File: src/bpsq_pkg.sv
// Shared types, codes and reset values for the buzzer pattern sequencer.
`timescale 1ns / 1ps
`default_nettype none

package bpsq_pkg;

    // Width of the millisecond counter by default, and its widest legal value.
    localparam int MS_WIDTH_DEF = 16;
    localparam int MS_WIDTH_MAX = 32;

    // Configuration registers are all 16 bits wide.
    localparam int CFG_W     = 16;
    localparam int CFG_IDX_W = 3;

    // Register indexes on the configuration port.
    localparam logic [CFG_IDX_W-1:0] REG_ALARM_ON  = 3'd0;
    localparam logic [CFG_IDX_W-1:0] REG_ALARM_OFF = 3'd1;
    localparam logic [CFG_IDX_W-1:0] REG_ALARM_GAP = 3'd2;
    localparam logic [CFG_IDX_W-1:0] REG_TEST_BEEP = 3'd3;
    localparam logic [CFG_IDX_W-1:0] REG_CHIRP     = 3'd4;

    // Reset values of the duration registers, in milliseconds.
    localparam logic [CFG_W-1:0] ALARM_ON_RST  = 16'd60;
    localparam logic [CFG_W-1:0] ALARM_OFF_RST = 16'd60;
    localparam logic [CFG_W-1:0] ALARM_GAP_RST = 16'd300;
    localparam logic [CFG_W-1:0] TEST_BEEP_RST = 16'd150;
    localparam logic [CFG_W-1:0] CHIRP_RST     = 16'd50;

    // Command codes of an input beat.
    localparam logic CMD_SET  = 1'b0;
    localparam logic CMD_TICK = 1'b1;

    // Pattern codes.
    typedef enum logic [1:0] {
        PAT_OFF   = 2'd0,
        PAT_ALARM = 2'd1,
        PAT_TEST  = 2'd2,
        PAT_CHIRP = 2'd3
    } pattern_t;

    // Duration registers as seen by the step logic.
    typedef struct packed {
        logic [CFG_W-1:0] alarm_on_ms;
        logic [CFG_W-1:0] alarm_off_ms;
        logic [CFG_W-1:0] alarm_gap_ms;
        logic [CFG_W-1:0] test_beep_ms;
        logic [CFG_W-1:0] chirp_ms;
    } cfg_regs_t;

    // Input beat.
    typedef struct packed {
        logic       command;
        logic [1:0] pattern;
    } in_beat_t;

    // Result beat.
    typedef struct packed {
        logic       buzzer_on;
        logic       done_res;
        logic [1:0] active_pattern;
    } out_beat_t;

endpackage

`default_nettype wire

File: src/buzzer_pattern_sequencer_top.sv
// Top level of the buzzer pattern sequencer.
//
//  Channel   Direction  Handshake            Payload
//  in        input      in_valid/in_stall    in_data (command, pattern)
//  out       output     out_valid/out_stall  out_data (buzzer_on, done_res, active_pattern)
//  cfg       input      cfg_we               cfg_index, cfg_data
//
// One beat is accepted per cycle while in_stall is low; the one-pass step update between
// the state and result registers sets its result, registered in the output buffer.
// Reset clears the pattern state and loads the default durations; no clearing pass.
// A stalled output holds its result while a skid stage takes one more beat; in_stall
// rises only when both output entries are full.
`timescale 1ns / 1ps
`default_nettype none

module buzzer_pattern_sequencer_top #(
    parameter int MS_WIDTH = bpsq_pkg::MS_WIDTH_DEF
) (
    input  wire logic                           clk,
    input  wire logic                           rst_n,
    input  wire logic                           in_valid,
    output      logic                           in_stall,
    input  wire bpsq_pkg::in_beat_t             in_data,
    output      logic                           out_valid,
    input  wire logic                           out_stall,
    output      bpsq_pkg::out_beat_t            out_data,
    input  wire logic                           cfg_we,
    input  wire logic [bpsq_pkg::CFG_IDX_W-1:0] cfg_index,
    input  wire logic [bpsq_pkg::CFG_W-1:0]     cfg_data
);

    bpsq_pkg::cfg_regs_t regs;
    bpsq_pkg::out_beat_t result;
    logic                accept;
    logic                full;

    assign in_stall = full;
    assign accept   = in_valid && !full;

    // Duration registers.
    bpsq_cfg u_cfg (
        .clk       (clk),
        .rst_n     (rst_n),
        .cfg_we    (cfg_we),
        .cfg_index (cfg_index),
        .cfg_data  (cfg_data),
        .regs      (regs)
    );

    // Pattern state and step update.
    bpsq_core #(
        .MS_WIDTH (MS_WIDTH)
    ) u_core (
        .clk    (clk),
        .rst_n  (rst_n),
        .accept (accept),
        .beat   (in_data),
        .regs   (regs),
        .result (result)
    );

    // Result register and skid stage.
    bpsq_obuf u_obuf (
        .clk       (clk),
        .rst_n     (rst_n),
        .push      (accept),
        .push_data (result),
        .full      (full),
        .out_valid (out_valid),
        .out_stall (out_stall),
        .out_data  (out_data)
    );

endmodule

`default_nettype wire

File: src/bpsq_cfg.sv
// Duration register file written through the configuration port.
`timescale 1ns / 1ps
`default_nettype none

module bpsq_cfg (
    input  wire logic                           clk,
    input  wire logic                           rst_n,
    input  wire logic                           cfg_we,
    input  wire logic [bpsq_pkg::CFG_IDX_W-1:0] cfg_index,
    input  wire logic [bpsq_pkg::CFG_W-1:0]     cfg_data,
    output      bpsq_pkg::cfg_regs_t            regs
);

    bpsq_pkg::cfg_regs_t regs_reg;

    // Register writes; an index past the last register is ignored.
    always_ff @(posedge clk or negedge rst_n)
    begin
        if (!rst_n)
        begin
            regs_reg.alarm_on_ms  <= bpsq_pkg::ALARM_ON_RST;
            regs_reg.alarm_off_ms <= bpsq_pkg::ALARM_OFF_RST;
            regs_reg.alarm_gap_ms <= bpsq_pkg::ALARM_GAP_RST;
            regs_reg.test_beep_ms <= bpsq_pkg::TEST_BEEP_RST;
            regs_reg.chirp_ms     <= bpsq_pkg::CHIRP_RST;
        end
        else if (cfg_we)
        begin
            unique case (cfg_index)
                bpsq_pkg::REG_ALARM_ON:  regs_reg.alarm_on_ms  <= cfg_data;
                bpsq_pkg::REG_ALARM_OFF: regs_reg.alarm_off_ms <= cfg_data;
                bpsq_pkg::REG_ALARM_GAP: regs_reg.alarm_gap_ms <= cfg_data;
                bpsq_pkg::REG_TEST_BEEP: regs_reg.test_beep_ms <= cfg_data;
                bpsq_pkg::REG_CHIRP:     regs_reg.chirp_ms     <= cfg_data;
                default:
                begin
                end
            endcase
        end
    end

    assign regs = regs_reg;

endmodule

`default_nettype wire

File: src/bpsq_core.sv
// Pattern state registers and the single-pass step update for one beat.
`timescale 1ns / 1ps
`default_nettype none

module bpsq_core #(
    parameter int MS_WIDTH = bpsq_pkg::MS_WIDTH_DEF
) (
    input  wire logic                clk,
    input  wire logic                rst_n,
    input  wire logic                accept,
    input  wire bpsq_pkg::in_beat_t  beat,
    input  wire bpsq_pkg::cfg_regs_t regs,
    output      bpsq_pkg::out_beat_t result
);

    localparam logic [2:0] ALARM_GAP_STEP = 3'd5;
    localparam logic [2:0] ALARM_STEPS    = 3'd6;
    localparam logic [2:0] SHOT_STEPS     = 3'd2;
    localparam logic [2:0] FIRST_STEP     = 3'd0;

    bpsq_pkg::pattern_t  pattern_reg, pattern_next;
    logic [2:0]          step_reg, step_next;
    logic [MS_WIDTH-1:0] elapsed_reg, elapsed_next;
    logic                finished_reg, finished_next;
    logic                drive_reg, drive_next;

    logic [bpsq_pkg::CFG_W-1:0]        dur_raw;
    logic [bpsq_pkg::MS_WIDTH_MAX-1:0] dur_wide;
    logic [MS_WIDTH-1:0]               dur;
    logic [MS_WIDTH:0]                 elapsed_inc;
    logic [2:0]                        step_inc;
    bpsq_pkg::pattern_t                req_pattern;

    // Level that a step drives.
    function automatic logic step_on(bpsq_pkg::pattern_t pat, logic [2:0] idx);
        logic lvl;
        lvl = 1'b0;
        unique case (pat)
            bpsq_pkg::PAT_ALARM: lvl = (idx == 3'd0) || (idx == 3'd2) || (idx == 3'd4);
            bpsq_pkg::PAT_TEST,
            bpsq_pkg::PAT_CHIRP: lvl = (idx == FIRST_STEP);
            bpsq_pkg::PAT_OFF:   lvl = 1'b0;
        endcase
        return lvl;
    endfunction

    // Number of steps in a pattern.
    function automatic logic [2:0] step_count(bpsq_pkg::pattern_t pat);
        logic [2:0] n;
        n = 3'd0;
        unique case (pat)
            bpsq_pkg::PAT_ALARM: n = ALARM_STEPS;
            bpsq_pkg::PAT_TEST,
            bpsq_pkg::PAT_CHIRP: n = SHOT_STEPS;
            bpsq_pkg::PAT_OFF:   n = 3'd0;
        endcase
        return n;
    endfunction

    // Duration of the current step, cut to the counter width.
    always_comb
    begin
        dur_raw = '0;
        unique case (pattern_reg)
            bpsq_pkg::PAT_ALARM:
            begin
                if (step_reg == ALARM_GAP_STEP)
                    dur_raw = regs.alarm_gap_ms;
                else if (step_on(bpsq_pkg::PAT_ALARM, step_reg))
                    dur_raw = regs.alarm_on_ms;
                else
                    dur_raw = regs.alarm_off_ms;
            end
            bpsq_pkg::PAT_TEST:
                dur_raw = (step_reg == FIRST_STEP) ? regs.test_beep_ms : '0;
            bpsq_pkg::PAT_CHIRP:
                dur_raw = (step_reg == FIRST_STEP) ? regs.chirp_ms : '0;
            bpsq_pkg::PAT_OFF:
                dur_raw = '0;
        endcase
        dur_wide = bpsq_pkg::MS_WIDTH_MAX'(dur_raw);
        dur      = dur_wide[MS_WIDTH-1:0];
    end

    assign elapsed_inc = {1'b0, elapsed_reg} + (MS_WIDTH + 1)'(1);
    assign step_inc    = step_reg + 3'd1;
    assign req_pattern = bpsq_pkg::pattern_t'(beat.pattern);

    // Next state for a set command or a tick.
    always_comb
    begin
        pattern_next  = pattern_reg;
        step_next     = step_reg;
        elapsed_next  = elapsed_reg;
        finished_next = finished_reg;
        drive_next    = drive_reg;
        if (beat.command == bpsq_pkg::CMD_TICK)
        begin
            if (pattern_reg != bpsq_pkg::PAT_OFF && !finished_reg)
            begin
                if (elapsed_inc < {1'b0, dur})
                begin
                    // Still inside the step; the counter saturates at its top.
                    elapsed_next = (&elapsed_reg) ? elapsed_reg
                                                  : elapsed_inc[MS_WIDTH-1:0];
                end
                else if (step_inc >= step_count(pattern_reg)
                         && pattern_reg != bpsq_pkg::PAT_ALARM)
                begin
                    // A one-shot pattern ran out of steps.
                    step_next     = step_inc;
                    drive_next    = 1'b0;
                    finished_next = 1'b1;
                    pattern_next  = bpsq_pkg::PAT_OFF;
                end
                else
                begin
                    step_next    = (step_inc >= step_count(pattern_reg)) ? FIRST_STEP
                                                                         : step_inc;
                    elapsed_next = '0;
                    drive_next   = step_on(pattern_reg, step_next);
                end
            end
        end
        else if (req_pattern != pattern_reg)
        begin
            pattern_next = req_pattern;
            if (req_pattern == bpsq_pkg::PAT_OFF)
            begin
                drive_next    = 1'b0;
                finished_next = 1'b1;
            end
            else
            begin
                step_next     = FIRST_STEP;
                elapsed_next  = '0;
                finished_next = 1'b0;
                drive_next    = step_on(req_pattern, FIRST_STEP);
            end
        end
    end

    // State registers, updated on each accepted beat.
    always_ff @(posedge clk or negedge rst_n)
    begin
        if (!rst_n)
        begin
            pattern_reg  <= bpsq_pkg::PAT_OFF;
            step_reg     <= FIRST_STEP;
            elapsed_reg  <= '0;
            finished_reg <= 1'b0;
            drive_reg    <= 1'b0;
        end
        else if (accept)
        begin
            pattern_reg  <= pattern_next;
            step_reg     <= step_next;
            elapsed_reg  <= elapsed_next;
            finished_reg <= finished_next;
            drive_reg    <= drive_next;
        end
    end

    // The result reports the state after this beat.
    assign result.buzzer_on      = drive_next;
    assign result.done_res       = finished_next;
    assign result.active_pattern = pattern_next;

`ifndef SYNTHESIS
    // A finished pattern never leaves the buzzer sounding.
    a_finished_silent: assert property (@(posedge clk) disable iff (!rst_n)
        finished_reg |-> !drive_reg)
        else $error("buzzer sounding after pattern finished");

    // With no pattern in force the buzzer is silent.
    a_off_silent: assert property (@(posedge clk) disable iff (!rst_n)
        (pattern_reg == bpsq_pkg::PAT_OFF) |-> !drive_reg)
        else $error("buzzer sounding with pattern off");

    // An accepted set of a new pattern lands in the state register.
    a_set_taken: assert property (@(posedge clk) disable iff (!rst_n)
        (accept && beat.command == bpsq_pkg::CMD_SET)
        |=> (pattern_reg == bpsq_pkg::pattern_t'($past(beat.pattern))))
        else $error("set command not taken");
`endif

endmodule

`default_nettype wire

File: src/bpsq_obuf.sv
// Two-entry output buffer: result register with a skid stage behind it.
`timescale 1ns / 1ps
`default_nettype none

module bpsq_obuf (
    input  wire logic                clk,
    input  wire logic                rst_n,
    input  wire logic                push,
    input  wire bpsq_pkg::out_beat_t push_data,
    output      logic                full,
    output      logic                out_valid,
    input  wire logic                out_stall,
    output      bpsq_pkg::out_beat_t out_data
);

    logic                out_valid_reg;
    bpsq_pkg::out_beat_t out_data_reg;
    logic                skid_valid_reg;
    bpsq_pkg::out_beat_t skid_data_reg;
    logic                pop;

    assign pop = out_valid_reg && !out_stall;

    // Control: the skid stage only fills while the result register is held.
    always_ff @(posedge clk or negedge rst_n)
    begin
        if (!rst_n)
        begin
            out_valid_reg  <= 1'b0;
            skid_valid_reg <= 1'b0;
        end
        else
        begin
            if (!out_valid_reg || pop)
            begin
                out_valid_reg  <= skid_valid_reg || push;
                skid_valid_reg <= 1'b0;
            end
            else if (push)
            begin
                skid_valid_reg <= 1'b1;
            end
        end
    end

    // Payload registers.
    always_ff @(posedge clk)
    begin
        if (!out_valid_reg || pop)
        begin
            if (skid_valid_reg)
                out_data_reg <= skid_data_reg;
            else if (push)
                out_data_reg <= push_data;
        end
        else if (push)
        begin
            skid_data_reg <= push_data;
        end
    end

    assign full      = skid_valid_reg;
    assign out_valid = out_valid_reg;
    assign out_data  = out_data_reg;

`ifndef SYNTHESIS
    // The skid stage holds a beat only behind a waiting result.
    a_skid_behind: assert property (@(posedge clk) disable iff (!rst_n)
        skid_valid_reg |-> out_valid_reg)
        else $error("skid stage filled with result register empty");

    // A beat pushed while the result is held goes to the skid stage.
    a_skid_fill: assert property (@(posedge clk) disable iff (!rst_n)
        (push && out_valid_reg && out_stall) |=> skid_valid_reg)
        else $error("beat lost while output stalled");
`endif

endmodule

`default_nettype wire
File: config.mk
export PLATFORM = sky130hd
export DESIGN_NAME = buzzer_pattern_sequencer_top
export DESIGN_NICKNAME = d
export VERILOG_FILES = /design/src/bpsq_pkg.sv /design/src/buzzer_pattern_sequencer_top.sv /design/src/bpsq_cfg.sv /design/src/bpsq_core.sv /design/src/bpsq_obuf.sv
export SDC_FILE = /design/constraint.sdc
export NUM_CORES = 1
export LEC_CHECK = 0
export ABC_AREA = 1
export ABC_CLOCK_PERIOD_IN_PS = 2900
export BUFFER_PORTS_ARGS = -buffer_cell sky130_fd_sc_hd__buf_4
export CAP_MARGIN = 10
export CORE_UTILIZATION = 51
export DETAILED_ROUTE_END_ITERATION = 7
export PLACE_DENSITY = 0.72
export SYNTH_ARGS = -nofsm -noshare
export SYNTH_HDL_FRONTEND = slang
export SYNTH_SLANG_ARGS = --single-unit
File: constraint.sdc
create_clock -name clk -period 2.9 [get_ports clk]
set_input_delay 0.725 -clock clk [delete_from_list [all_inputs] [get_ports clk]]
set_output_delay 0.725 -clock clk [all_outputs]
set_load 0.005 [all_outputs]
* After elaboration in Yosys (flattened, before gate mapping)
Index checks and enable logic that the tools add are counted.
** Word-level totals
- Register bits :: 113
- Bits of input ports :: 27
- Output and inout port bits :: 6
** Operators by class
- Add/sub/neg operators :: 2
- Magnitude comparators :: 3
- Eq/ne operators :: 22
- Mux-type cells :: 52
- Bitwise gates (word level) :: 1
- Reductions and logical operators :: 35
** Operator list (count)
- $mux W16 :: 11
- $pmux W16 S4 :: 1
- $mux W3 :: 14
- $add A16 B1 Y17 const B :: 1
- $lt A17 B16 Y1 :: 1
- $mux W1 :: 17
- $reduce_and A16 Y1 :: 1
- $reduce_and A2 Y1 :: 7
- $eq A3 B2 Y1 const B :: 4
- $eq A3 B3 Y1 const B :: 4
- $mux W2 :: 5
- $logic_not A3 Y1 :: 3
- $pmux W3 S3 :: 1
- $eq A2 B2 Y1 const B :: 4
- $mux W4 :: 2
- $reduce_bool A2 Y1 :: 4
- $ge A3 B3 Y1 :: 2
- $logic_or A1 B1 Y1 :: 6
- $reduce_and A6 Y1 :: 1
- $reduce_and A5 Y1 :: 1
- $eq A2 B1 Y1 const B :: 2
- $logic_and A1 B1 Y1 :: 4
- $logic_not A1 Y1 :: 4
- $logic_not A2 Y1 :: 2
- other kinds (11) :: 13

* Depth between registers and ports, before layout
Gate-level depths: netlist (run 1).
- Depth after elaboration :: 30
- Depth in mapped cells :: 22

* Cells and area by module
A second synthesis (run 1) with hierarchy kept.
** Second synthesis, totals
- Cell total of the unflattened synthesis :: 819
- Area total of the unflattened synthesis :: 6381.1 sq um
** Modules (own cells, without submodules)
- bpsq_cfg :: times used 1, cells each 356, area each 3268.1 sq um
- bpsq_core :: times used 1, cells each 430, area each 2733.9 sq um
- bpsq_obuf :: times used 1, cells each 31, area each 369.1 sq um
- buzzer_pattern_sequencer_top :: times used 1, cells each 2, area each 10.0 sq um

* Worst setup path before layout (run 1)
Ideal clock, no wire load.
- Kind :: register to register
- Start point :: reg u_core.step_reg[0]
- End point :: reg u_obuf.out_data_reg, in the netlist u_obuf.out_data[2], data pin
- Arrival time :: 2611 ps
- Path slack :: 37 ps
- Cell stages (with the launch flop) :: 22
- Path through :: dfrtp_1 inv_1 ha_1 inv_1 nand2_2 inv_1 clkbuf_1 nand2_1 nand3_1 a21oi_1 ha_1 a21o_1 a21oi_1 nand3_1 nor2_2 nand2_2 nand3_1 nand2_1 nand2_1 nand2_1 nand2_1 nand2_1
** RTL lines
- from (decl) :: RTL line bpsq_core.sv:22 : logic [2:0] step_reg, step_next;
- from (signal assigned) :: RTL line bpsq_core.sv:157 : step_reg <= step_next;
- to (signal assigned) :: RTL line bpsq_obuf.sv:52 : out_data_reg <= skid_data_reg;
- to (signal assigned) :: RTL line bpsq_obuf.sv:54 : out_data_reg <= push_data;
- to (decl) :: RTL line bpsq_obuf.sv:17 : bpsq_pkg::out_beat_t out_data_reg;

==> summary by stage, run 1 <==
Layout
Relative to the synthesized area, the layout overhead comes to 31.1%. The number of inserted diodes is 0. The number of nets at the end of the flow is 847.

The flip-flop count of the largest register after layout is 80. The layout cell share with drive strength beyond 1 is 27.3%.

Yosys
Counting flops with a built-in enable in the synthesized netlist gives 8. Yosys printed 0 warnings. Yosys attributes the largest share of cell area to dfrtp_1, nand2_1, dfstp_2, o21ai_0, ha_1.

The register bit total from synthesis is 113. After synthesis, flip-flops and latches occupy 49.4% of the total area. The number of nets in the synthesized netlist is 782. For this run, asynchronously set or reset flops after synthesis account for 92.9%.

The synthesized design spends more area on one cell type than any other, namely dfrtp_1. Counting every instance in the synthesized netlist gives 733. Among all flip-flop cells after synthesis, the most frequent one is dfrtp_1. The share of the synthesized area in the top cell type is 36.8%.

Yosys mapped the design onto 33 distinct sky130hd cell types. The mapped netlist covers 0.00585 mm2. The average cell area after synthesis is 7.99 um2.

Global route
The number of antenna violations at the first check in global routing is 0. The overflow left after global routing is 0. The number of global-route vias before repair is 5,087.

The global-route wire length before repair is 24.9 mm. The global-route usage over all layers is 27.9%. Entering global routing, the biggest net connects 62 pins.

Power and ir drop
Dividing total power by cell area gives a power density of 930 mW/mm2. The leakage power of the design is 0.00378 uW. The worst-case IR drop observed on VDD is 0.612 mV.

Run status
The checks that failed: negative setup slack. The run finished, with violations left.

Die
The die covers 0.0119 mm2. The floorplan step set the die height to 109 um. The area of the core is 0.0110 mm2. The starting density of the core is 53.1%.

The number of standard-cell rows in the floorplan is 38. The die outline width is 109 um. 33 I/O pins were placed.

STA
Across all setup checks in the final design, the least slack found is -0.186 ns. For the pin with the worst max-slew slack, the measured transition is 0.581 ns. After layout, the worst path uses 106% of the clock period. The accumulated negative setup slack is -3.24 ns. Headroom to the max-slew limit came out at 61.1%. The shortest clock period the worst path allows after layout is 3.09 ns. The worst hold margin is 0.210 ns.

The top achievable clock speed is 324 MHz. The final setup skew is 0.0109 ns. The number of max-slew violations in the final report came to 0. Setup violations remaining at the end of the flow were counted as 31. The number of failing hold endpoints at the final stage is 0.

Setup repair after global routing could not meet its margin everywhere.

Drt
The detailed-routing iteration count for the pre-antenna-repair pass is 5. The number of DRC markers in iteration 0 is 402. The number of vias after detailed routing is 5,326. After detailed routing, the number of remaining DRC violations is 0. The detail-routed via count per cell is 5.60.

The detail route stage leaves a number of antenna-violating nets equal to 0. The total detailed-routing wirelength is 16.3 mm. The average wire length per cell after detail routing is 17.1 um.

Clock tree
For this design, the sink count on the clock tree is 113. TritonCTS built the clock tree. Clock latency on the worst-skew pair, taken at its later pin, is 0.42 ns.

The total clock buffers created by CTS is 17. The cell sitting at the root of the clock tree is a clkbuf_16. The longest clock path from root to sink contains 2 buffers. The clock-pin slew on the worst setup and hold paths is 0.06 ns. The number of hold buffers added after CTS was 0. The number of H-tree levels is 4.

Worst setup path
STA classifies the critical path endpoint as a flop. The critical path class is flop to flop. The maximum fanout count along the critical path is 8.

The worst path arrival time is 3.26 ns. The data required time of the worst path is 3.08 ns. STA classifies the critical path startpoint as a flop.

Place
At the end of routability-driven placement, the weighted congestion stood at 0.853. The count of buffers from port buffering is 32. The HPWL after detailed placement is 9.12 mm. The pre-CTS setup slack is -0.187 ns.

Job
Max-cap violations in this run came to 0.

Hold path
The path class of the tightest hold or removal check is input pin to async pin.
-- critical path, stage by stage, from the launching register on --
cell	delay [ns]
dfrtp_1	0.42
inv_2	0.10
ha_4	0.18
inv_4	0.08
nand2_4	0.07
buf_12	0.14
buf_12	0.14
nand2_2	0.07
nand3_2	0.09
a21oi_2	0.18
ha_1	0.26
a21o_1	0.17
a21oi_2	0.14
nand3_2	0.11
nor2_4	0.16
nand2_4	0.09
nand2_1	0.06
nand2_1	0.06
nand3_1	0.11
nand2_2	0.09
nand2_1	0.06
nand2_1	0.05
-- metrics by stage --
stage | instances | cell area [um2] | total power (uW) | util [%]
floorplan | 733 | 5850 | 3280 | -
global placement | 904 | 6420 | 3970 | 58.2
detailed placement | 904 | 6420 | 4040 | 58.2
CTS | 943 | 7280 | 6600 | 66.0
global route | 951 | 7670 | 7470 | 69.6
finish | 951 | 7670 | 7140 | 69.6
-- layer usage --
layer / vias to the layer above / share of wire (%) / GRT usage (%)
met4: 0 / 2.5 / 10.9
met2: 207 / 49 / 45.6
met1: 2568 / 42 / 36.0
met3: 39 / 6.7 / 6.04
li1: 2512 / - / -
met5: - / 0 / 0
-- synth_stat cells, drive strengths merged, types with 3 or more instances --
library cell    n
dfrtp          86
nand2         234
nand4           6
clkbuf         24
nand3          52
nor3            3
o21ai         101
buf             4
a21oi          40
nor2           51
inv            60
xor2            7
edfxtp          8
ha             22
dfstp          19
xnor2          10
-- what timing repair did --
item,CTS,global route
buffers inserted,7,5
setup endpoints to repair,31,31
gates resized for setup,53,71
pin swaps,25,24
gates cloned,0,3
-- kinds of logic (layout without fill, tap and decap cells) --
family	count (synthesis)	after routing	synth area share [%]
buf+inv	89	166	5.99
simple gates	347	348	24.7
xor+xnor	17	17	2.54
fa+ha+maj	22	22	4.70
compound gates	145	145	12.7
flops	113	113	49.4
-- placed cells by master (no fill, tap or decap), types with 3 or more instances in the layout --
cell       synthesis  final
ha_4               0      6
xnor2_1           10      9
nand2_1          230    212
edfxtp_1           8      8
dfstp_2           19     19
clkbuf_16          0     19
a21oi_4            0      5
o21ai_1            2      9
dfrtp_1           86     86
a21oi_2            0     22
bufinv_16          0      3
o21ai_2            2      4
inv_2              6      9
buf_4              0     59
buf_12             0      7
xor2_1             7      6
nor2_4             1      5
ha_1              22     15
a21oi_1           40     13
nand2_4            1      9
nor2_1            47     45
o21ai_0           97     88
nand3_1           50     38
buf_6              2      4
nand4_1            6      6
inv_4              0      3
nand3_2            2     13
inv_1             54     48
nand2_2            3     13
inv_6              0      4
-- where the power goes --
part,total [uW],switching (uW),internal (uW)
Sequential,2120,199,1920
Combinational,2850,1680,1170
Clock,2170,774,1400
Total,7140,2650,4490
-- final timing paths --
kind,startpoint,to,slack (ns),cells after the start
max in group asynchronous,rst_n,u_cfg.regs[23],2.00,2
worst max-delay path,u_core.step_reg[0],u_obuf.out_data[3],-0.19,21
min in group clk,u_cfg.regs[63],u_cfg.regs[63],0.49,2
worst min-delay path,rst_n,u_obuf.out_valid,0.21,1
worst min register to register,u_cfg.regs[63],u_cfg.regs[63],0.49,2
worst max register to register,u_core.step_reg[0],u_obuf.out_data[3],-0.19,21
-- final cells by class --
type / count / area (um2)
clock inverter: 12 / 154
fill: 809 / 3360
clock buffer: 20 / 457
sequential: 113 / 2890
inverter: 61 / 241
timing repair buffer: 73 / 693
tap: 140 / 175
multi-input combinational: 532 / 3060
Note: power is estimated with default switching activity, not from simulation.
==> run 2: changes to the inputs <==
Settings changed: PLACE_DENSITY 0.72 to 0.82.
==> run 2 against run 1 <==
The run still ends with negative setup slack left. Clock skew is 0.0031 ns lower. Die area is the same. Via count rose by 5.9%. Power down 3.3%. Hold slack worse by 0.042 ns.
==> summary by stage, run 2 (same netlist as run 1, synthesis figures left out) <==
STA
The number of failing hold endpoints at the final stage came to 0 (unchanged). The setup slack after layout is -0.256 ns (-0.0707 ns). The final cycle utilization of the critical path was 109% (+2.4 points).

The transition time of the tightest slew-check pin is 0.747 ns (+0.166 ns). The number of max-slew violations in the final report is 0 (unchanged). The worst hold margin is 0.168 ns (-0.0417 ns).

The accumulated negative setup slack is -5.70 ns (-2.46 ns). Setup repair after global routing could not meet its margin everywhere. The top achievable clock speed is 317 MHz (-2.2%). The final setup skew is 0.00771 ns (-0.00314 ns). The worst-case headroom to the max-slew limit came to 50.0% (-11 points). The number of setup violations in the final report came to 31 (unchanged). The shortest clock period the worst path allows after layout is 3.16 ns (+0.0707 ns).

Clock tree
TritonCTS built the clock tree. The clock root buffer is clkbuf_16. The number of sinks handled by clock tree synthesis is 113 (unchanged). The insertion delay to the later sink of the worst-skew pair is 0.43 ns (about the same). The hold-fix buffer count after cts came to 0 (unchanged). The number of H-tree levels was 4 (unchanged). The clock-pin slew on the worst setup and hold paths came to 0.06 ns (about the same). The total clock buffers created by CTS was 17 (unchanged). The largest buffer count on any clock path is 2 (unchanged).

Power and ir drop
The leakage power of the design is 0.00371 uW (-1.6%). The combinational share of power is 40.4% (+0.5 points). The power dissipated by switching net loads came to 2700 uW (+1.8%). The proportion of total power due to net switching was 39.1% (+1.9 points). The power share of the sequential group is 30.8% (+1.2 points). The overall power came to 6910 uW (-3.3%). The power density over the cells was 904 mW/mm2 (-2.8%). The maximum resistive drop on vdd was 0.613 mV (+0.13%). The cell internal power dissipation is 4200 uW (-6.3%). The clock share of power came to 28.8% (-1.6 points).

Layout
The most common library cell in the layout ignoring fill and taps is nand2_1. The number of nets at the end of the flow came to 849 (+0.24%). The layout cell share with drive strength beyond 1 is 27.9% (+0.67 points). In the layout the commonest cells are nand2_1, o21ai_0, dfrtp_1, buf_4, inv_1.

The area growth from synthesis to final layout is 30.5%. The number of inserted diodes came to 0 (unchanged). The count of placed standard cells in the final layout, fillers left out is 953 (+0.21%).

The flip-flop count of the largest register after layout is 80 (unchanged).

Global route
The global-route wire length before repair was 25.0 mm (+0.41%). The global-route usage over all layers is 28.0% (+0.11 points). The overflow left after global routing was 0 (unchanged). The number of global-route vias before repair is 5,343 (+5.0%). The number of antenna violations at the first check in global routing is 0 (unchanged). The pin count of the biggest net entering global routing was 90 (+45%).

Worst setup path
The data required time of the worst path was 3.26 ns (+0.18 ns). The worst path arrival time came to 3.52 ns (+0.26 ns). The worst setup path is captured at a flop. The critical path startpoint category is a flop. The maximum fanout count along the critical path is 8 (unchanged).

By startpoint and endpoint, the worst setup path is classified as flop to flop. Walking the worst path, the cells encountered are nand2_2 -> nor2_4 -> nand4_1 -> nor3_2 -> buf_4 -> xor2_2 -> ha_1 -> nand2_2 -> nor2_1 -> nand4_1 -> nor2_1 -> nor2_4 -> nand2_4 -> buf_4 -> nand3_4 -> nand2_4 -> nand2_1 -> nand2_1. The slowest cell on the critical path is dfrtp_1. The largest incremental delay on the critical path is 0.41 ns (about the same).

Die
The vertical die dimension is 109 um (unchanged). The boundary pin count is 33 (unchanged). The die outline width came to 109 um (unchanged). The area of the core is 0.0110 mm2 (unchanged). The area enclosed by the die boundary came to 0.0119 mm2 (unchanged). The number of standard-cell rows in the floorplan is 38 (unchanged). The starting density of the core was 53.1% (unchanged).

Drt
The DRC violations left was 0 (unchanged). The number of DRC markers in iteration 0 is 557 (+39%). The total detailed-routing wirelength is 17.4 mm (+7.2%). The residual antenna-violating net count after detailed routing was 0 (unchanged). The detailed-routing iteration count for the pre-antenna-repair pass is 5 (unchanged). The detail-routed via count per cell came to 5.92 (+5.6%). The number of vias after detailed routing is 5,638 (+5.9%). The average wire length per cell after detail routing is 18.3 um (+6.9%).

Run status
The run finished, with violations left. The checks that failed: negative setup slack.

Place
The HPWL after detailed placement is 9.27 mm (+1.6%). The cell total after placement is 904 (unchanged). The count of buffers from port buffering is 32 (unchanged). The final estimated routing congestion in global placement is 0.859 (+0.69%).

Job
The max capacitance violation total is 0 (unchanged).

Hold path
The worst min-delay path category is input pin to async pin.
run 2: changes by cell type in the layout (fill, tap and decap cells not counted), moves of 3 or more:
cell / delta
nand2_1: -3
clkbuf_16: +4
buf_6: -3
clkinv_2: +3
nand2_2: +8
a21oi_1: +3
nand2_4: -5
bufinv_16: -3
buf_4: +3
run 2: per-layer routing:
metal,GRT usage [%],routed length (um),vias up
met5,0,0,-
met4,14.4,747,0
met3,8.13,1320,71
met2,45.8,8570,327
met1,33.5,6810,2720
li1,-,-,2520
run 2: final timing paths:
path                       cells past startpoint                    end  slack, ns                   from
max                                           18  u_core.elapsed_reg[2]      -0.26  u_core.elapsed_reg[2]
min                                            1     u_core.step_reg[1]       0.17                  rst_n
max reg2reg                                   18  u_core.elapsed_reg[2]      -0.26  u_core.elapsed_reg[2]
min reg2reg                                    2         u_cfg.regs[79]       0.49         u_cfg.regs[79]
max in group asynchronous                      2         u_cfg.regs[23]       1.96                  rst_n
min in group clk                               2         u_cfg.regs[79]       0.49         u_cfg.regs[79]
run 2: layout make-up:
cell class              instances  area, um2
well taps                     140        175
flip-flops and latches        113       2890
inverters                      61        250
repair buffers                 73        692
fillers                       756       3390
multi-input cells             534       3060
clock inverters                11       77.6
clock buffers                  21        493
run 2: metrics by stage:
stage               util (%)  worst slack (ns)  cell area (um2)
floorplan                  -            0.0371             5850
global placement        58.1           -0.0615             6410
detailed placement      58.1            -0.108             6410
CTS                     63.9           -0.0169             7050
global route            69.3            -0.407             7640
finish                  69.3            -0.256             7640
run 2: power by group through the flow:
stage               sequential [uW]  combinational [uW]  clock (uW)
floorplan                      2070                1210           0
global placement               2090                1850           0
detailed placement             2110                1940           0
CTS                            2090                2060        1990
global route                   2150                2970        2080
finish                         2130                2790        1990
run 2: timing repair:
action,4_1_cts,5_1_grt
hold endpoints to repair,0,0
gates resized for setup,25,97
endpoints found under the setup margin,18,31
setup buffers,0,10
cloned,0,7
pin swaps,9,44
run 2: worst max-delay path: cells and delay by family (launching register included):
family                     cells  cell delay, ns
xor gates and xnor gates       1            0.07
buffers and inverters          2            0.32
adders and majority gates      1            0.31
and+or+nand+nor               14            1.97
DFF                            1            0.41
==> run 3: changes to the inputs <==
Settings changed: ABC_AREA 1 to not set, CORE_MARGIN set to 1.
==> run 3 against run 2 <==
The flow still finishes with violations (negative setup slack). Via count down 15%. Worst setup slack worse by 0.45 ns. Critical path depth unchanged. Clock skew up 0.0016 ns. Synthesized cell count down 23%. Critical path type unchanged.
==> summary by stage, run 3 <==
STA
The shortest clock period the worst path allows after layout is 3.61 ns (+0.454 ns). The final setup skew was 0.00930 ns (+0.00159 ns). Setup repair after global routing could not meet its margin everywhere. The number of setup violations in the final report is 31 (unchanged).

The transition time of the tightest slew-check pin was 0.678 ns (-0.0693 ns). The top achievable clock speed is 277 MHz (-13%). The worst-case headroom to the max-slew limit is 54.8% (+4.8 points). The number of failing hold endpoints at the final stage is 0 (unchanged). The final cycle utilization of the critical path is 124% (+16 points). The number of max-slew violations in the final report is 0 (unchanged). The setup slack after layout was -0.710 ns (-0.454 ns).

Worst setup path
Traced cell by cell, the critical path runs through inv_2 -> ha_4 -> a21oi_4 -> buf_12 -> mux2i_1 -> nand2_1 -> o21ai_0 -> o21ai_1 -> a21oi_2 -> buf_4 -> ha_4 -> nand4_1 -> nor2_4 -> a221oi_4 -> a21boi_4 -> o31a_1 -> buf_4 -> a22o_1. Among all stages on the critical path, the largest delay is contributed by dfrtp_1. The worst path arrival time is 3.91 ns (+0.39 ns). The data required time of the worst path came to 3.20 ns (-0.06 ns). The critical path in this run is classified as flop to flop. The maximum fanout count along the critical path came to 5 (-3). The nature of the critical path endpoint is a flop. The critical path startpoint category is a flop. The worst register-to-register path begins at u_core.step_reg[1]. The critical path launch point is u_core.step_reg[1]. The largest incremental delay on the critical path is 0.42 ns (about the same).

Hold path
The worst min-delay path category is input pin to async pin.

Yosys
The net count of the mapped netlist came to 610 (-22%). The most used flip-flop cell after synthesis is dfrtp_1. The number of distinct library cells after synthesis came to 56 (+70%). In the synthesized netlist, the cells that appear most often are dfrtp_1, mux2_2, nand2_1. The number of instances in the synthesized netlist is 561 (-23%). The proportion of synthesized chip area in sequential cells is 48.1% (-1.3 points).

The number of enable-type register cells in the synthesized netlist was 8 (unchanged). The share of the synthesized area in the top cell type is 35.8% (-0.94 points). The fraction of registers with async set or reset after synthesis is 92.9% (unchanged).

The most common cell in the synthesized netlist is dfrtp_1. The register bit total from synthesis is 113 (unchanged). The count of synthesis-stage warnings from yosys is 0 (unchanged). The average cell area after synthesis is 10.7 um2 (+34%). Sorting the synthesized cells by area gives the leading types as dfrtp_1, mux2_2, dfstp_2, nand2_1, ha_1. The biggest area consumer among synthesized cells is dfrtp_1. The post-synthesis instance area is 0.00601 mm2 (+2.6%).

Drt
The wire length on met2 was 8.03 mm (-6.2%). The total detailed-routing wirelength is 15.6 mm (-11%). The detailed-routing wirelength on met1 is 6.28 mm (-7.7%). The highest metal layer with signal wires is met4. The number of vias after detailed routing is 4,793 (-15%). The number of DRC markers in iteration 0 is 288 (-48%). The detail-routed via count per cell is 5.94 (+0.39%). The DRC violations left is 0 (unchanged).

The detailed-routing iteration count for the pre-antenna-repair pass is 5 (unchanged). The met3 wire length was 881 um (-33%). The residual antenna-violating net count after detailed routing is 0 (unchanged). The average wire length per cell after detail routing is 19.3 um (+5.3%).

Power and ir drop
The maximum resistive drop on vdd was 0.798 mV (+30%). The overall power came to 7290 uW (+5.6%). The power density over the cells is 938 mW/mm2 (+3.8%). The leakage power of the design is 0.00348 uW (-6.3%).

Run status
The final reports fail on negative setup slack. The run finished, with violations left.

Clock tree
The total clock buffers created by CTS is 17 (unchanged). The largest buffer count on any clock path came to 2 (unchanged). The insertion delay to the later sink of the worst-skew pair is 0.42 ns (about the same). TritonCTS built the clock tree. The number of H-tree levels is 4 (unchanged). The hold-fix buffer count after cts came to 0 (unchanged). The number of sinks handled by clock tree synthesis is 113 (unchanged).

CTS placed an instance of clkbuf_16 at the clock tree root. The clock-pin slew on the worst setup and hold paths came to 0.06 ns (about the same).

Layout
The layout cell share with drive strength beyond 1 is 42.2% (+14 points). The top cell types in the final layout, fill and taps aside, are buf_4, dfrtp_1, mux2_2, nand2_1, nor2_1. The number of nets at the end of the flow is 700 (-18%). The area growth from synthesis to final layout is 29.4%. The number of inserted diodes is 0 (unchanged).

The number of fillers in the final layout is 781 (+3.3%). The count of placed standard cells in the final layout, fillers left out was 807 (-15%). The flip-flop count of the largest register after layout was 80 (unchanged).

Die
The area of the core is 0.0115 mm2 (+4.0%). The die outline width came to 111 um (+1.3%). The boundary pin count is 33 (unchanged).

The number of standard-cell rows in the floorplan is 39 (+2.6%). The area enclosed by the die boundary is 0.0122 mm2 (+2.6%). The starting density of the core came to 52.4% (-0.68 points). The vertical die dimension came to 111 um (+1.3%).

Global route
The number of antenna violations at the first check in global routing was 0 (unchanged). The overflow left after global routing was 0 (unchanged). The number of global-route vias before repair is 5,023 (-6.0%). The pin count of the biggest net entering global routing is 55 (-39%). The global-route wire length before repair was 24.5 mm (-2.1%). The global-route usage over all layers is 25.8% (-2.2 points).

Place
The final estimated routing congestion in global placement is 0.854 (-0.58%). The cell total after placement came to 762 (-16%). The HPWL after detailed placement is 9.56 mm (+3.2%).

The count of buffers from port buffering is 32 (unchanged).

Job
The max capacitance violation total was 0 (unchanged).
==> run 3: layer usage <==
metal | global-route usage (%) | vias to the layer above
met3 | 7.63 | 34
met5 | 0 | -
met1 | 29.8 | 2426
met2 | 44.7 | 144
met4 | 10.2 | 0
li1 | - | 2189
==> run 3: cells by family (layout without fill, tap and decap cells) <==
kind of cell | Yosys count | in the layout | synth area share (%)
buffers and inverters | 40 | 143 | 3.33
adders and majority gates | 22 | 22 | 4.58
AOI/OAI and AO/OA | 108 | 108 | 11.5
muxes | 100 | 100 | 18.4
xor gates and xnor gates | 13 | 13 | 1.90
DFF | 113 | 113 | 48.1
and+or+nand+nor | 165 | 165 | 12.2
==> run 3: critical path: cells and delay by family (launching register included) <==
family                   cells  cell delay [ns]
AO/OA/AOI/OAI                8             1.54
adder cells (fa/ha/maj)      2             0.37
buffers and inverters        4             0.60
flip-flops                   1             0.42
multiplexers                 1             0.22
AND/OR/NAND/NOR              3             0.35
==> run 3: layout make-up <==
type                    count  area [um2]  share of cell area, %
repair inverters            1        6.26                 0.0805
repair buffers             97         822                   10.6
inverters                  13        56.3                  0.724
clock buffers              19         433                   5.57
clock inverters            13         185                   2.38
well taps                 143         179                   2.30
flip-flops and latches    113        2890                   37.2
multi-input cells         408        3200                   41.2
==> run 3: path summary, 6_finish.rpt <==
path | end | cells after the start | slack [ns]
worst max-delay path | u_core.elapsed_reg[9] | 18 | -0.71
worst min-delay path | u_core.elapsed_reg[11] | 1 | 0.35
worst max register to register | u_core.elapsed_reg[9] | 18 | -0.71
worst min register to register | u_cfg.regs[36] | 1 | 0.50
max in group asynchronous | u_cfg.regs[23] | 2 | 1.78
min in group clk | u_cfg.regs[36] | 1 | 0.50
==> run 3: repair_timing <==
| action | 4_1_cts | 5_1_grt |
|---|---|---|
| gates cloned | 1 | 1 |
| gates resized for setup | 38 | 24 |
| setup buffers | 9 | 3 |
| setup endpoints to repair | 31 | 31 |
| pin swaps | 30 | 19 |
==> run 3: per-stage QoR <==
stage	util [%]	hold slack, ns	setup WS, ns	instance area [um2]	setup TNS (ns)
after floorplan	-	0.429	-0.481	6080	-10.82
after CTS	66.9	0.365	-0.610	7670	-17.26
after global placement	59.3	0.483	-0.610	6800	-15.34
after detailed placement	59.3	0.487	-0.716	6800	-18.75
after global routing	67.8	0.389	-0.857	7770	-24.02
final	67.8	0.351	-0.710	7770	-19.57
==> run 3: where the power goes <==
part           internal [uW]  switching (uW)  total [uW]
Sequential              1950             208        2160
Combinational           1410            1540        2950
Clock                   1440             746        2180
Total                   4800            2490        7290
